--- src/rtl/plps_pkg.sv ---
`timescale 1ns / 1ps
package plps_pkg;

   // field widths
   localparam int VW = 17;   // Q1.16 node and output values
   localparam int PW = 24;   // Q0.24 phase fraction
   localparam int SW = 24;   // sync multiplier
   localparam int XPW = 32;  // phase field

   localparam int DEF_MAX_NODES = 32;

   localparam logic [VW-1:0] ONE_Q16 = 17'd65536;
   localparam logic [VW-1:0] HALF_Q16 = 17'd32768;

   // opcodes
   localparam logic OP_EVAL = 1'b0;
   localparam logic OP_LOAD = 1'b1;

   // control broadcast to every node cell
   typedef struct packed {
      logic          ins;
      logic          cmt;
      logic [VW-1:0] x;
      logic [VW-1:0] y;
   } plps_ctl_type;

endpackage

--- src/rtl/plps_div.sv ---
`timescale 1ns / 1ps
module plps_div import plps_pkg::*; #(
   parameter int NW = 43,
   parameter int DW = 25
) (
   input  logic          clock,
   input  logic          reset,
   input  logic          start,
   input  logic [NW-1:0] num,
   input  logic [DW-1:0] den,
   output logic          busy,
   output logic [NW-1:0] quo
);

   localparam int CNTW = $clog2(NW + 1);

   logic [DW-1:0]   rem_ff, rem_in;
   logic [NW-1:0]   quo_ff, quo_in;
   logic [DW-1:0]   den_ff;
   logic [CNTW-1:0] cnt_ff;
   logic            busy_ff;
   logic [DW:0]     trial;
   logic            ge;

   // one restoring step per cycle
   always_comb begin
      trial  = {rem_ff, quo_ff[NW-1]};
      ge     = trial >= {1'b0, den_ff};
      rem_in = ge ? DW'(trial - {1'b0, den_ff}) : trial[DW-1:0];
      quo_in = {quo_ff[NW-2:0], ge};
   end

   always_ff @(posedge clock) begin
      if (reset) begin
         busy_ff <= 1'b0;
         cnt_ff  <= '0;
      end else if (start) begin
         busy_ff <= 1'b1;
         cnt_ff  <= CNTW'(NW);
      end else if (busy_ff) begin
         cnt_ff  <= cnt_ff - 1'b1;
         busy_ff <= (cnt_ff != CNTW'(1));
      end
   end

   always_ff @(posedge clock) begin
      if (start) begin
         rem_ff <= '0;
         quo_ff <= num;
         den_ff <= den;
      end else if (busy_ff) begin
         rem_ff <= rem_in;
         quo_ff <= quo_in;
      end
   end

   assign busy = busy_ff;
   assign quo  = quo_ff;

endmodule

--- config.mk ---
export PLATFORM = sky130hd
export DESIGN_NAME = plps_div
export DESIGN_NICKNAME = d
export VERILOG_FILES = /design/src/rtl/plps_pkg.sv /design/src/rtl/plps_div.sv
export SDC_FILE = /design/constraint.sdc
export NUM_CORES = 1
export LEC_CHECK = 0
export BUFFER_PORTS_ARGS = -buffer_cell sky130_fd_sc_hd__buf_2
export CAP_MARGIN = 40
export CORE_MARGIN = 5
export CORE_UTILIZATION = 45
export DETAILED_ROUTE_END_ITERATION = 10
export GPL_ROUTABILITY_DRIVEN = 0
export HOLD_SLACK_MARGIN = 0.05
export PLACE_DENSITY = 0.68
export SLEW_MARGIN = 30
export SYNTH_ARGS = -nofsm -noshare
export SYNTH_HDL_FRONTEND = slang
export SYNTH_SLANG_ARGS = --single-unit
--- constraint.sdc ---
create_clock -name clock -period 6.3 [get_ports clock]
set_input_delay 0.315 -clock clock [delete_from_list [all_inputs] [get_ports clock]]
set_output_delay 0.315 -clock clock [all_outputs]
set_load 0.02 [all_outputs]
==> reports/results.txt <==
Core area: 12,000 um^2. Summing internal, switching and leakage power gives 1.79 mW. STA classifies the critical path startpoint as a register.

The tools report the cell count after synthesis as 498. The first detailed-routing pass ran for 5 iterations. Once the floorplan was initialized, standard cells occupied 45.9% of the core. Dividing the detail-routed wire length by the instance count gives 16.5 um.

The library cell used most frequently in the layout, excluding fill and tap cells, is sky130_fd_sc_hd__buf_2. The die covers 14,500 um^2. The final layout contains routed wiring with a total length of 12,500 um. The final hold violation count is 0, and the global-route wire length before repair is 20,500 um.

The critical path start-end classification is reg -> reg. Measured along the x axis, the die boundary spans 120 um. The tools report the via count of the first global-routing pass as 4,233. The total overflow reported by the global router is 0, and the cell leakage power is 2.72 nW.

The HPWL after detailed placement is 9090 um. Leaving out fill and tap cells, the most frequent cells in the layout are sky130_fd_sc_hd__buf_2, sky130_fd_sc_hd__edfxtp_1, sky130_fd_sc_hd__mux2_2, sky130_fd_sc_hd__nand2_1, sky130_fd_sc_hd__inv_1. Hold repair after CTS inserted 0 buffers. The worst max-slew margin expressed relative to the limit came out at 49.9%.

At the worst endpoint, the arrival time is 3660 ps. The logs give 268 for the detailed router's first-iteration violation count and 0 for the antenna diode count. The clock passes through at most 2 buffers.

On the worst path, the slowest cell contributes a delay of 650 ps. In this design, the critical path's most frequently occurring cell is sky130_fd_sc_hd__inv_1. The worst path uses 54.1% of the clock period. The clock slew seen by the registers of the worst setup and hold paths was 80 ps.

The final layout contains 706 nets. For the total non-filler cell area in the finished layout, the log shows 6490 um^2. The post-route minimum period was 3410 ps; the H-tree depth was 3.

Setup repair after global routing left no endpoint under its margin. The portion of the post-synthesis area used by sequential elements is 48.9%. The Yosys warning count was 0; the slew at the pin closest to its max-slew limit was 751 ps.

Clock latency on the worst-skew pair, taken at its later pin, is 360 ps. Buffers added to address setup during post-CTS repair amount to 0. TritonCTS built the clock tree.

Fraction of final layout cells with drive strength greater than 1: 32.7%. The final route contains 4,202 vias. The number of distinct standard cells referenced by the synthesized netlist is 59.

The logs give 1,045 for the fill cell total of the finished layout and 0 for the number of gates resized after CTS. The root buffer cell is sky130_fd_sc_hd__clkbuf_16. In this run the worst hold path is classified as in -> reg.

Entering global routing, the biggest net connects 67 pins. Data on the critical path is required at its endpoint by 6550 ps. The tools report the timing-limited maximum frequency as 0.294 GHz.

The final number of max-transition violations came out at 0. The area of the mapped netlist is 5490 um^2. Setup violations remaining at the end of the flow were counted as 0. The total CTS buffers came out at 9. The number of antenna violations at the first check in global routing was 0; the count of clock tree sinks was 100. Counting every net in the synthesized netlist gives 597. After synthesis the netlist holds a flip-flop and latch count of 100.

The flow ran to the end, and the final reports show no timing, DRC or antenna violations. A synthesized cell averages 11.0 um^2. The share of flip-flops with an asynchronous set or reset after synthesis is 0%, and the placed instance area is 6150 um^2.

The maximum net fanout on the critical path works out to 23. The layout-stage area growth over the synthesis result works out to 18.2%. The count of buffering cells on the critical path with inverters included came out at 2. For the boundary pin count, the log shows 115. In this run the core area contains 40 standard-cell rows. During placement, the flow inserted port buffers numbering 114. Residual DRC count: 0. The primary flip-flop cell chosen by synthesis mapping is sky130_fd_sc_hd__edfxtp_1. The critical path goes through inv_1 -> ha_1 -> inv_1 -> fa_1 -> a211oi_1 -> nor2_1 -> a211oi_2 -> o2111ai_4 -> a31oi_4 -> nor3_1 -> a2111oi_2. From bottom edge to top edge, the die measures 120 um. On the critical path, the stage with the largest delay is an instance of sky130_fd_sc_hd__a31oi_4. Global routing used 17.7% of the available tracks.

The total power per unit cell area is 277 nW/um^2, and the number of enable flip-flop cells after synthesis is 68. In this run the remaining antenna-violating nets after routing total 0. STA classifies the critical path endpoint as a register.

The sum of negative setup slack was 0 ps; the routed via count divided by cell count was 5.54. On the final layout, the worst clock skew is 16.1 ps. The category of cells accounting for the largest share of critical-path delay was compound AO/OA/AOI/OAI gates.

VDD sags by at most 213 uV. Max-cap violations in this run came to 0.
synth_stat cells, types with 4 or more instances:
| cell type | number | share of area (%) |
|---|---|---|
| sky130_fd_sc_hd__a31oi_1 | 5 | 0.57 |
| sky130_fd_sc_hd__xnor2_1 | 9 | 1.4 |
| sky130_fd_sc_hd__inv_1 | 35 | 2.4 |
| sky130_fd_sc_hd__buf_1 | 4 | 0.27 |
| sky130_fd_sc_hd__edfxtp_1 | 68 | 37 |
| sky130_fd_sc_hd__a21o_1 | 13 | 1.8 |
| sky130_fd_sc_hd__nand2_1 | 41 | 2.8 |
| sky130_fd_sc_hd__a211oi_1 | 7 | 0.96 |
| sky130_fd_sc_hd__nand4_1 | 8 | 0.91 |
| sky130_fd_sc_hd__nand2b_1 | 6 | 0.68 |
| sky130_fd_sc_hd__a311oi_2 | 10 | 2.7 |
| sky130_fd_sc_hd__o21bai_1 | 5 | 0.68 |
| sky130_fd_sc_hd__nand3_1 | 12 | 1.1 |
| sky130_fd_sc_hd__nor3_1 | 12 | 1.1 |
| sky130_fd_sc_hd__a32oi_1 | 4 | 0.64 |
| sky130_fd_sc_hd__o21ai_0 | 18 | 1.6 |
| sky130_fd_sc_hd__ha_1 | 27 | 6.2 |
| sky130_fd_sc_hd__clkbuf_1 | 9 | 0.62 |
| sky130_fd_sc_hd__nor2_1 | 33 | 2.3 |
| sky130_fd_sc_hd__xor2_1 | 12 | 1.9 |
| sky130_fd_sc_hd__mux2_2 | 43 | 8.8 |
| sky130_fd_sc_hd__o22ai_1 | 5 | 0.57 |
| sky130_fd_sc_hd__buf_6 | 4 | 0.82 |
| sky130_fd_sc_hd__dfxtp_1 | 32 | 12 |
| sky130_fd_sc_hd__a21oi_1 | 26 | 2.4 |
metal layers:
metal / routed length (um) / GRT usage (%) / vias up
li1: - / - / 2068
met4: 247 / 7.01 / 0
met2: 5860 / 28.6 / 151
met3: 1030 / 6.03 / 21
met1: 5410 / 21.8 / 1962
met5: 0 / 0 / -
sequential cells by signal (all words and copies together) (netlist names):
name,cells
quo,43
den_ff,25
rem_ff,25
cnt_ff,6
busy,1
logic make-up (layout without fill, tap and decap cells):
kind of cell	after synthesis	count (layout)	synth area share [%]
buffers and inverters	56	170	4.54
AOI/OAI and AO/OA	119	119	16.8
and+or+nand+nor	131	131	11.1
DFF	100	100	48.9
adders and majority gates	28	28	6.52
muxes	43	43	8.82
xor gates and xnor gates	21	21	3.35
through the flow:
step | util (%) | std cells | hold slack [ps] | setup WS, ps
after global placement | 51.4 | 742 | 494 | 2980
after CTS | 54.1 | 758 | 110 | 2870
after floorplan | - | 498 | 384 | 3250
after detailed placement | 51.4 | 742 | 493 | 2900
final | 54.2 | 759 | 124 | 2890
after global routing | 54.2 | 759 | 107 | 2530
path summary, 6_finish.rpt:
| check | end | slack [ps] | start | cells past startpoint |
|---|---|---|---|---|
| worst max register to register | rem_ff[7] | 2890 | quo[42] | 11 |
| worst min register to register | rem_ff[2] | 520 | rem_ff[1] | 2 |
| worst min-delay path | den_ff[0] | 120 | den[0] | 1 |
| worst max-delay path | rem_ff[7] | 2890 | quo[42] | 11 |
report_power, final:
group / internal (mW) / switching, mW
sequential: 0.770 / 0.0335
combinational: 0.164 / 0.241
clock: 0.318 / 0.268
worst reg2reg max path: stages (launching register included):
cell and delay, ps:
sky130_fd_sc_hd__edfxtp_1 410, sky130_fd_sc_hd__inv_1 80, sky130_fd_sc_hd__ha_1 160, sky130_fd_sc_hd__inv_1 60, sky130_fd_sc_hd__fa_1 420, sky130_fd_sc_hd__a211oi_1 320, sky130_fd_sc_hd__nor2_1 130, sky130_fd_sc_hd__a211oi_2 400
sky130_fd_sc_hd__o2111ai_4 240, sky130_fd_sc_hd__a31oi_4 650, sky130_fd_sc_hd__nor3_1 140, sky130_fd_sc_hd__a2111oi_2 290
final cells by class:
cell class	instances	area [um^2]	share of cell area, %
clock buffer	9	225	3.47
clock inverter	7	87.6	1.35
inverter	36	135	2.08
multi-input combinational	342	2560	39.4
sequential	100	2680	41.4
tap	147	184	2.84
timing repair buffer	118	616	9.49
Power figures use the tool's default switching activity.
