**config.mk**
```make
export PLATFORM = sky130hd
export DESIGN_NAME = plps_cell
export DESIGN_NICKNAME = d
export VERILOG_FILES = /design/src/rtl/plps_pkg.sv /design/src/rtl/plps_cell.sv
export SDC_FILE = /design/constraint.sdc
export NUM_CORES = 1
export LEC_CHECK = 0
export BUFFER_PORTS_ARGS = -buffer_cell sky130_fd_sc_hd__buf_2
export CAP_MARGIN = 25
export CORE_AREA = 5 5 120 122
export DETAILED_ROUTE_END_ITERATION = 8
export DIE_AREA = 0 0 125 127
export GPL_TIMING_DRIVEN = 1
export PLACE_DENSITY = 0.53
export SLEW_MARGIN = 5
export SYNTH_ARGS = -nofsm -noshare
export SYNTH_HDL_FRONTEND = slang
export SYNTH_SLANG_ARGS = --single-unit
```
**constraint.sdc**
```tcl
create_clock -name clock -period 7.5 [get_ports clock]
set_clock_uncertainty 0.05 [all_clocks]
set_input_delay 0 -clock clock [delete_from_list [all_inputs] [get_ports clock]]
set_output_delay 0 -clock clock [all_outputs]
set_load 0.05 [all_outputs]
```
**src/rtl/plps_pkg.sv**
```systemverilog
`timescale 1ns / 1ps
package plps_pkg;

   // field widths
   localparam int VW = 17;   // Q1.16 node and output values
   localparam int PW = 24;   // Q0.24 phase fraction
   localparam int SW = 24;   // sync multiplier
   localparam int XPW = 32;  // phase field

   localparam int DEF_MAX_NODES = 32;

   localparam logic [VW-1:0] ONE_Q16 = 17'd65536;
   localparam logic [VW-1:0] HALF_Q16 = 17'd32768;

   // opcodes
   localparam logic OP_EVAL = 1'b0;
   localparam logic OP_LOAD = 1'b1;

   // control broadcast to every node cell
   typedef struct packed {
      logic          ins;
      logic          cmt;
      logic [VW-1:0] x;
      logic [VW-1:0] y;
   } plps_ctl_type;

endpackage

```
**src/rtl/plps_cell.sv**
```systemverilog
`timescale 1ns / 1ps
module plps_cell import plps_pkg::*; #(
   parameter logic [VW-1:0] INIT_X = '0,
   parameter logic [VW-1:0] INIT_Y = '0
) (
   input  logic          clock,
   input  logic          reset,
   input  plps_ctl_type  ctl,
   input  logic          in_list,
   input  logic          left_keep,
   input  logic [VW-1:0] left_x,
   input  logic [VW-1:0] left_y,
   output logic          keep,
   output logic [VW-1:0] sh_x,
   output logic [VW-1:0] sh_y,
   input  logic          seg_ok,
   input  logic [PW-1:0] s,
   input  logic [VW-1:0] right_x,
   output logic [VW-1:0] act_x,
   output logic [VW-1:0] act_y,
   output logic          hit
);

   logic [VW-1:0] sh_x_ff, sh_y_ff;
   logic [VW-1:0] act_x_ff, act_y_ff;

   // node stays if it sorts at or before the new one
   assign keep = in_list && (sh_x_ff <= ctl.x);

   // shadow node: keep, take the new node, or take the left neighbor
   always_ff @(posedge clock) begin
      if (ctl.ins && !keep) begin
         sh_x_ff <= left_keep ? ctl.x : left_x;
         sh_y_ff <= left_keep ? ctl.y : left_y;
      end
   end

   // active node, copied from shadow on commit
   always_ff @(posedge clock) begin
      if (reset) begin
         act_x_ff <= INIT_X;
         act_y_ff <= INIT_Y;
      end else if (ctl.cmt) begin
         act_x_ff <= sh_x_ff;
         act_y_ff <= sh_y_ff;
      end
   end

   // segment from this node to the right neighbor brackets s
   assign hit = seg_ok && ({1'b0, s} >= {act_x_ff, 8'd0}) && ({1'b0, s} <= {right_x, 8'd0});

   assign sh_x  = sh_x_ff;
   assign sh_y  = sh_y_ff;
   assign act_x = act_x_ff;
   assign act_y = act_y_ff;

endmodule

```
==> metrics, run 1 <==
WHS Path Cells 2; Avg Cell Area, Syn 10.7 sq um; Comb power frac 25.7%; placed cell areas about 0.0050 sq mm; Slew Viols, Final 0; antenna cells 0; hold wc startpoint reset; wirelength, routed 11.6 mm; Power Density 201 mW/mm^2; Setup crit start kind register; initial core utilization 29.7%; Worst-Skew Late Latency 0.33 ns; clk sinks 68; Chip Height 127 um; CTS tree done; Post-synth EDFFs 34; Max Clock Freq 372 MHz; Layout Nets 780; Initial DRT Pass Iterations 6; Reg2Reg Depth 6; FF-to-FF setup slack 4.82 ns; ys flop type edfxtp_1; final core occ 45.9%; vias in the first global route 3817; cell internal pwr 0.000838 W; gr usage total 14.5%; initial antenna violation count 1; die area 0.0159 sq mm; commonest non-fill, non-tap cell in the layout buf_2; core area 0.0131 sq mm; total global routing overflow 0; flops & latches, synth 68; Area Growth Syn to Fin 54.7%; Crit path required time 7.41 ns; Rows between 40 and 50; post-DR wirelength/cell 14.6 um; launch point of the worst reg-to-reg path sh_x[6]$_DFFE_PP_; Die X 125 um; DRT antenna net count 0; routability cong. between 0.8 and 0.9; io pins between 150 and 200; max cap viols 0; Period minus WS final around 2.7 ns; Clock transition at path regs about 0.060 ns; Reg-to-Reg End sh_x[9]$_DFFE_PP_; worst min path class primary input to register; Switch Pwr 0.000366 W; fraction of layout cells with a size suffix above 1 between 30% and 40%; Detailed Route Iter0 Violations roughly 130; Sw Ratio 30.4%; fill count 1279; status finished, final reports clean; Worst Setup End Kind register; Clk pwr share 37.8%; CTS H-tree depth 3; Reg power frac 36.5%; RSZ-0062 raised after global routing false; Clock Tree Buf Depth 2; most frequent cells in the layout buf_2, dlygate4sd3_1, inv_1; vias per cell 4.47; Num CTS Buffers 9; Synth Cell Area 0.00388 sq mm; synthesized instance count 362; part of the cycle the worst path needs a little over a third; worst-path maximum fanout 34; via count 3555; Overall Power 0.00120 W; residual DRC count 0; Max rail drop VDD 0.119 mV; Post-synth ARST share 0%; Post-CTS Repair Setup Buffers 0; WHS Endpoint act_y[6]$_SDFFE_PP0P_; clk root buf clkbuf_16; PortBufs 185; Synth Warn # 0; setup TNS 0 ns; Tightest Pin Transition 0.847 ns; fin area 0.00600 sq mm; hold violation total from the final report 0; DP HPWL 8.75 mm; register area share after synthesis 43.8%; Leakage Power 2.99 nW; Netlist cell types 35; largest net degree at the start of global routing 35; Setup violations, final 0; first-pass GRT wire length 18.6 mm; Slew headroom 43.6%; Data arrival, critical path 2.59 ns; syn_nets 527; Crit Path Category register to register
[final cells by class]
cell class	count	area (sq um)	area share (%)
Clock buffer	9	225	3.75
Clock inverter	7	98.8	1.65
Inverter	53	199	3.31
Multi-Input combinational cell	229	1930	32.2
Sequential cell	68	1700	28.3
Tap cell	176	220	3.67
Timing Repair Buffer	254	1630	27.1
[power groups by stage]
stage          sequential [W]  combinational (W)  clock (W)
2_1_floorplan        0.000534           0.000101          0
3_3_place_gp         0.000447           0.000273          0
3_5_place_dp         0.000448           0.000277          0
4_1_cts              0.000440           0.000311   0.000468
5_1_grt              0.000444           0.000338   0.000482
6_report             0.000440           0.000309   0.000455
[sequential cells by signal, indices dropped and copies added, names as in the netlist]
name,count
sh_x,17
act_y,17
sh_y,17
act_x,17
[Yosys cell counts (4+ instances only)]
master | n | area (sq um)
a21oi_1 | 13 | 65.1
nor2_1 | 41 | 154
mux2_2 | 34 | 383
nor3_1 | 4 | 20.0
a21o_1 | 6 | 45.0
edfxtp_1 | 34 | 1020
clkbuf_1 | 8 | 30.0
mux2i_1 | 34 | 340
nand3_1 | 5 | 25.0
nand2_1 | 6 | 22.5
nand4_1 | 9 | 56.3
dfxtp_1 | 34 | 681
inv_1 | 53 | 199
ha_1 | 49 | 613
o21ai_0 | 5 | 25.0
[what timing repair did]
item / CTS / global route
hold buffers: 68 / 0
resized for setup: 0 / 0
hold endpoints to repair: 34 / 0
[per-layer routing]
| layer | routed length (um) | up-vias | track usage (%) |
|---|---|---|---|
| li1 | - | 1792 | - |
| met1 | 4660 | 1597 | 15.7 |
| met2 | 5550 | 142 | 25.2 |
| met3 | 1120 | 22 | 6.05 |
| met4 | 289 | 2 | 6.19 |
| met5 | 13 | - | 0 |
[worst max path at each step]
stage | end | cells after the start | start
after floorplan | sh_x[0]$_DFFE_PP_ | 6 | sh_x[7]$_DFFE_PP_
after global placement | sh_y[15]$_DFFE_PP_ | 6 | sh_x[6]$_DFFE_PP_
after detailed placement | sh_y[10]$_DFFE_PP_ | 6 | sh_x[6]$_DFFE_PP_
after CTS | sh_x[9]$_DFFE_PP_ | 6 | sh_x[6]$_DFFE_PP_
after global routing | sh_x[9]$_DFFE_PP_ | 6 | sh_x[6]$_DFFE_PP_
final | sh_x[9]$_DFFE_PP_ | 6 | sh_x[6]$_DFFE_PP_
[logic make-up after synthesis]
logic type | share of synthesized area (%)
and+or+nand+nor | 8.67
muxes | 18.6
buffers and inverters | 6.38
adders and majority gates | 15.8
AOI/OAI and AO/OA | 6.67
DFF | 43.8
[through the flow]
step / instances / worst slack, ns / hold slack [ns]
after CTS: 795 / 4.79 / 0.152
after global placement: 711 / 4.83 / 0.253
final: 796 / 4.82 / 0.160
after floorplan: 362 / 4.56 / 0.168
after global routing: 796 / 4.67 / 0.185
after detailed placement: 711 / 4.79 / 0.254
[worst max-delay path, stage by stage (launching register included)]
cell	delay [ns]
edfxtp_1	0.42
ha_1	0.31
a21o_1	0.18
a21o_1	0.16
a221o_1	0.37
a211o_1	0.31
and3_2	0.51
No activity file was read; power rests on OpenSTA's default activity.
==> run 2, diff against run 1 <==
--- a/config.mk
+++ b/config.mk
@@ -5,13 +5,14 @@
 export SDC_FILE = /design/constraint.sdc
 export NUM_CORES = 1
 export LEC_CHECK = 0
+export ABC_AREA = 1
 export BUFFER_PORTS_ARGS = -buffer_cell sky130_fd_sc_hd__buf_2
 export CAP_MARGIN = 25
-export CORE_AREA = 5 5 120 122
+export CORE_AREA = 5 5 124 126
 export DETAILED_ROUTE_END_ITERATION = 8
-export DIE_AREA = 0 0 125 127
+export DIE_AREA = 0 0 129 131
 export GPL_TIMING_DRIVEN = 1
-export PLACE_DENSITY = 0.53
+export PLACE_DENSITY = 0.55
 export SLEW_MARGIN = 5
 export SYNTH_ARGS = -nofsm -noshare
 export SYNTH_HDL_FRONTEND = slang
==> constraint.sdc (replaced) <==
create_clock -name clock -period 2.4 [get_ports clock]
set_clock_uncertainty 0.05 [all_clocks]
set_input_delay 0 -clock clock [delete_from_list [all_inputs] [get_ports clock]]
set_output_delay 0 -clock clock [all_outputs]
set_load 0.05 [all_outputs]
==> run 2 against run 1 <==
Against the previous run:
- routed wire length increased by 12%
- critical path depth increased by 4
- maximum frequency is 23% higher
- non-clock buffer count is the same
- cell area grew 3.9%
- die area increased by 6.5%
- synthesized area increased by 7.1%
- worst hold slack got worse by 0.13 ns
- sequential cell count stayed put
- clock power grew to 2.8 times the previous value
- sequential power rose to 3.1 times the previous value
- core utilization is 2.0 points lower
- largest cell class unchanged
==> metrics, run 2 <==
Clock transition at path regs 0.05 ns (about the same); Slew headroom 51.6% (+8.0 points); Rows 44 (+4.8%); via count 4122 (+16%); cell internal pwr 0.00250 W (+200%); Chip Height 131 um (+3.1%); clk sinks 68 (unchanged); Reg power frac 36.9% (+0.4 points); setup TNS 0 ns (unchanged); crit-path leading delay family simple AND/OR/NAND/NOR gates; routability cong. 0.827 (+2.8%); flops & latches, synth 68 (unchanged); launch point of the worst reg-to-reg path sh_x[6]$_DFFE_PP_; Post-synth ARST share 0% (unchanged); wirelength, routed 13.1 mm (+12%); worst setup path endpoint sh_x[8]$_DFFE_PP_; Netlist cell types 29 (-17%); DP HPWL 10.2 mm (+17%); Reg2Reg Depth 10 (+4); DRT antenna net count 0 (unchanged); antenna cells 0 (unchanged); Crit. Startpoint sh_x[6]$_DFFE_PP_; largest area contributor in the netlist edfxtp_1; core area 0.0142 sq mm (+8.5%); Hold-fix buffers, CTS 65 (-4.4%); Slew Viols, Final 0 (unchanged); Reg-to-Reg End sh_x[8]$_DFFE_PP_; max cap viols 0 (unchanged); initial core utilization 29.3% (-0.40 points); Initial DRT Pass Iterations 4 (-2); met1 Use GR 17.6% (+1.9 points); slowest library cell on the worst path edfxtp_1; CTS tree done; synthesized instance count 494 (+36%); Crit Path Category register to register; Non-Filler Instances 930 (+17%); gr usage total 15.2% (+0.63 points); Setup violations, final 0 (unchanged); placed cell areas 0.00531 sq mm (+6.6%); slowest stage delay, CP 0.41 ns (-0.10 ns); FF-to-FF setup slack 0.21 ns (-4.60 ns); M2 GR Usage 27.0% (+1.8 points); Synth Warn # 0 (unchanged); Detailed Route Iter0 Violations 123 (-1.6%); worst min path class primary input to register; PortBufs 185 (unchanged); Leakage Power 3.11 nW (+3.9%); part of the cycle the worst path needs 91.2% (+55 points); Hold WS 0.0292 ns (-0.130 ns); Period minus WS final 2.19 ns (-0.497 ns); Comb power frac 28.8% (+3.1 points); worst-path cell chain ha_1, nand4_1, inv_1, nand2_1, nand2_1, nand2_1, nand2_1, nand2_2, a21oi_4, buf_4; CTS H-tree depth 3 (unchanged); worst-path maximum fanout 8 (-76%); hold violation total from the final report 0 (unchanged); Setup crit start kind register; Clk pwr share 34.3% (-3.5 points); Data arrival, critical path 2.17 ns (-0.42 ns); Bufs and invs on worst path 2 (+2); Clock Tree Buf Depth 2 (unchanged); Post-CTS Repair Setup Buffers 0 (unchanged); syn_nets 659 (+25%); Overall Power 0.00371 W (+210%); die area 0.0169 sq mm (+6.5%); grt peak-use layer met2; Layout Nets 907 (+16%); vias per cell 4.43 (-0.76%); fraction of layout cells with a size suffix above 1 30.4% (-7.8 points); vias in the first global route 4238 (+11%); Switch Pwr 0.00121 W (+230%); Crit path required time 2.38 ns (-5.03 ns); Avg Cell Area, Syn 8.41 sq um (-22%); Area Growth Syn to Fin 50.1%; met3 Usage GRT 5.00% (-1.1 points); Power Density 595 mW/mm^2 (+200%); commonest non-fill, non-tap cell in the layout buf_2; register area share after synthesis 40.9% (-2.9 points); Commonest cells post-synth nand2_1, inv_1, nor2_1; status finished, final reports clean; Yosys top cell area share 24.6% (-1.7 points); clk root buf clkbuf_16; Tightest Pin Transition 0.727 ns (-0.120 ns); # placed instances 850 (+20%); fin area 0.00624 sq mm (+3.9%); Sw Ratio 32.6% (+2.2 points); Die X 129 um (+3.2%); Worst Setup End Kind register; Num CTS Buffers 9 (unchanged); ys flop type edfxtp_1; most common cell in the netlist nand2_1; Synth Cell Area 0.00416 sq mm (+7.1%); most frequent cells in the layout buf_2, nand2_1, inv_1; crit-path most repeated cell nand2_1; largest net degree at the start of global routing 35 (unchanged); fill count 1400 (+9.5%); Worst-Skew Late Latency 0.33 ns (about the same); total global routing overflow 0 (unchanged); post-DR wirelength/cell 14.0 um (-3.9%); RSZ-0062 raised after global routing false; CTS resizes 0 (unchanged); first-pass GRT wire length 20.3 mm (+9.0%); Max Clock Freq 457 MHz (+23%); top cells by area, synth edfxtp_1, dfxtp_1, ha_1; Max rail drop VDD 0.349 mV (+190%); residual DRC count 0 (unchanged); Post-synth EDFFs 34 (unchanged); io pins 186 (unchanged); initial antenna violation count 0 (-1); cell depth of the worst setup path 10 (+4)
-- run 2: cell types whose count changed after synthesis, moves of 10 or more --
| cell | previous run | this run |
|---|---|---|
| mux2i_1 | 34 | 0 |
| a21oi_1 | 13 | 48 |
| mux2_1 | 0 | 17 |
| a211oi_2 | 0 | 10 |
| nor2_1 | 41 | 59 |
| inv_1 | 53 | 76 |
| mux2_2 | 34 | 1 |
| nand2_1 | 6 | 104 |
-- run 2: cell type report --
cell class                 instances  area (sq um)  area share (%)
multi-input combinational        330          2110            33.8
sequential                        68          1700            27.3
timing repair buffer             254          1620            26.0
inverter                          79           297            4.75
tap                              184           230            3.69
clock buffer                      10           229            3.67
clock inverter                     5          51.3           0.822
-- run 2: stage by stage --
| step | utilization (%) | worst slack [ns] |
|---|---|---|
| finish | 43.9 | 0.212 |
| global route | 43.9 | 0.00747 |
| CTS | 43.9 | 0.200 |
| detailed placement | 37.4 | 0.199 |
| global placement | 37.4 | 0.265 |
| floorplan | - | -0.176 |
-- run 2: worst min-delay path, delay by kind of cell --
kind / cells / cell delay [ns]
buf+inv: 2 / 0.14
compound gates: 1 / 0.14
-- run 2: worst min path at each step --
stage / start / to / slack (ns) / depth (start not counted)
after floorplan: left_x[0] / sh_x[0]$_DFFE_PP_ / 0.15 / 1
after global placement: left_y[11] / sh_y[11]$_DFFE_PP_ / 0.23 / 2
after detailed placement: left_y[15] / sh_y[15]$_DFFE_PP_ / 0.23 / 2
after CTS: ctl[22] / sh_x[5]$_DFFE_PP_ / 0.01 / 3
after global routing: ctl[22] / sh_x[5]$_DFFE_PP_ / 0.02 / 3
final: ctl[22] / sh_x[5]$_DFFE_PP_ / 0.03 / 3
-- run 2: power by group through the flow --
stage | sequential, W | clock, W | combinational [W]
global placement | 0.00139 | 0 | 0.000956
floorplan | 0.00167 | 0 | 0.000383
CTS | 0.00137 | 0.00131 | 0.00107
finish | 0.00137 | 0.00127 | 0.00107
global route | 0.00138 | 0.00136 | 0.00117
detailed placement | 0.00140 | 0 | 0.000973
-- run 2: logic make-up after synthesis --
group | synth area share (%)
adder cells (fa/ha/maj) | 14.8
flip-flops | 40.9
AO/OA/AOI/OAI | 11.5
buffers and inverters | 9.15
AND/OR/NAND/NOR | 18.8
multiplexers | 4.88
-- run 2: metal layers --
metal	wire length (um)	share of wire, %
met5	0	0
met4	169	1.3
met2	6340	49
met3	1090	8.3
met1	5460	42
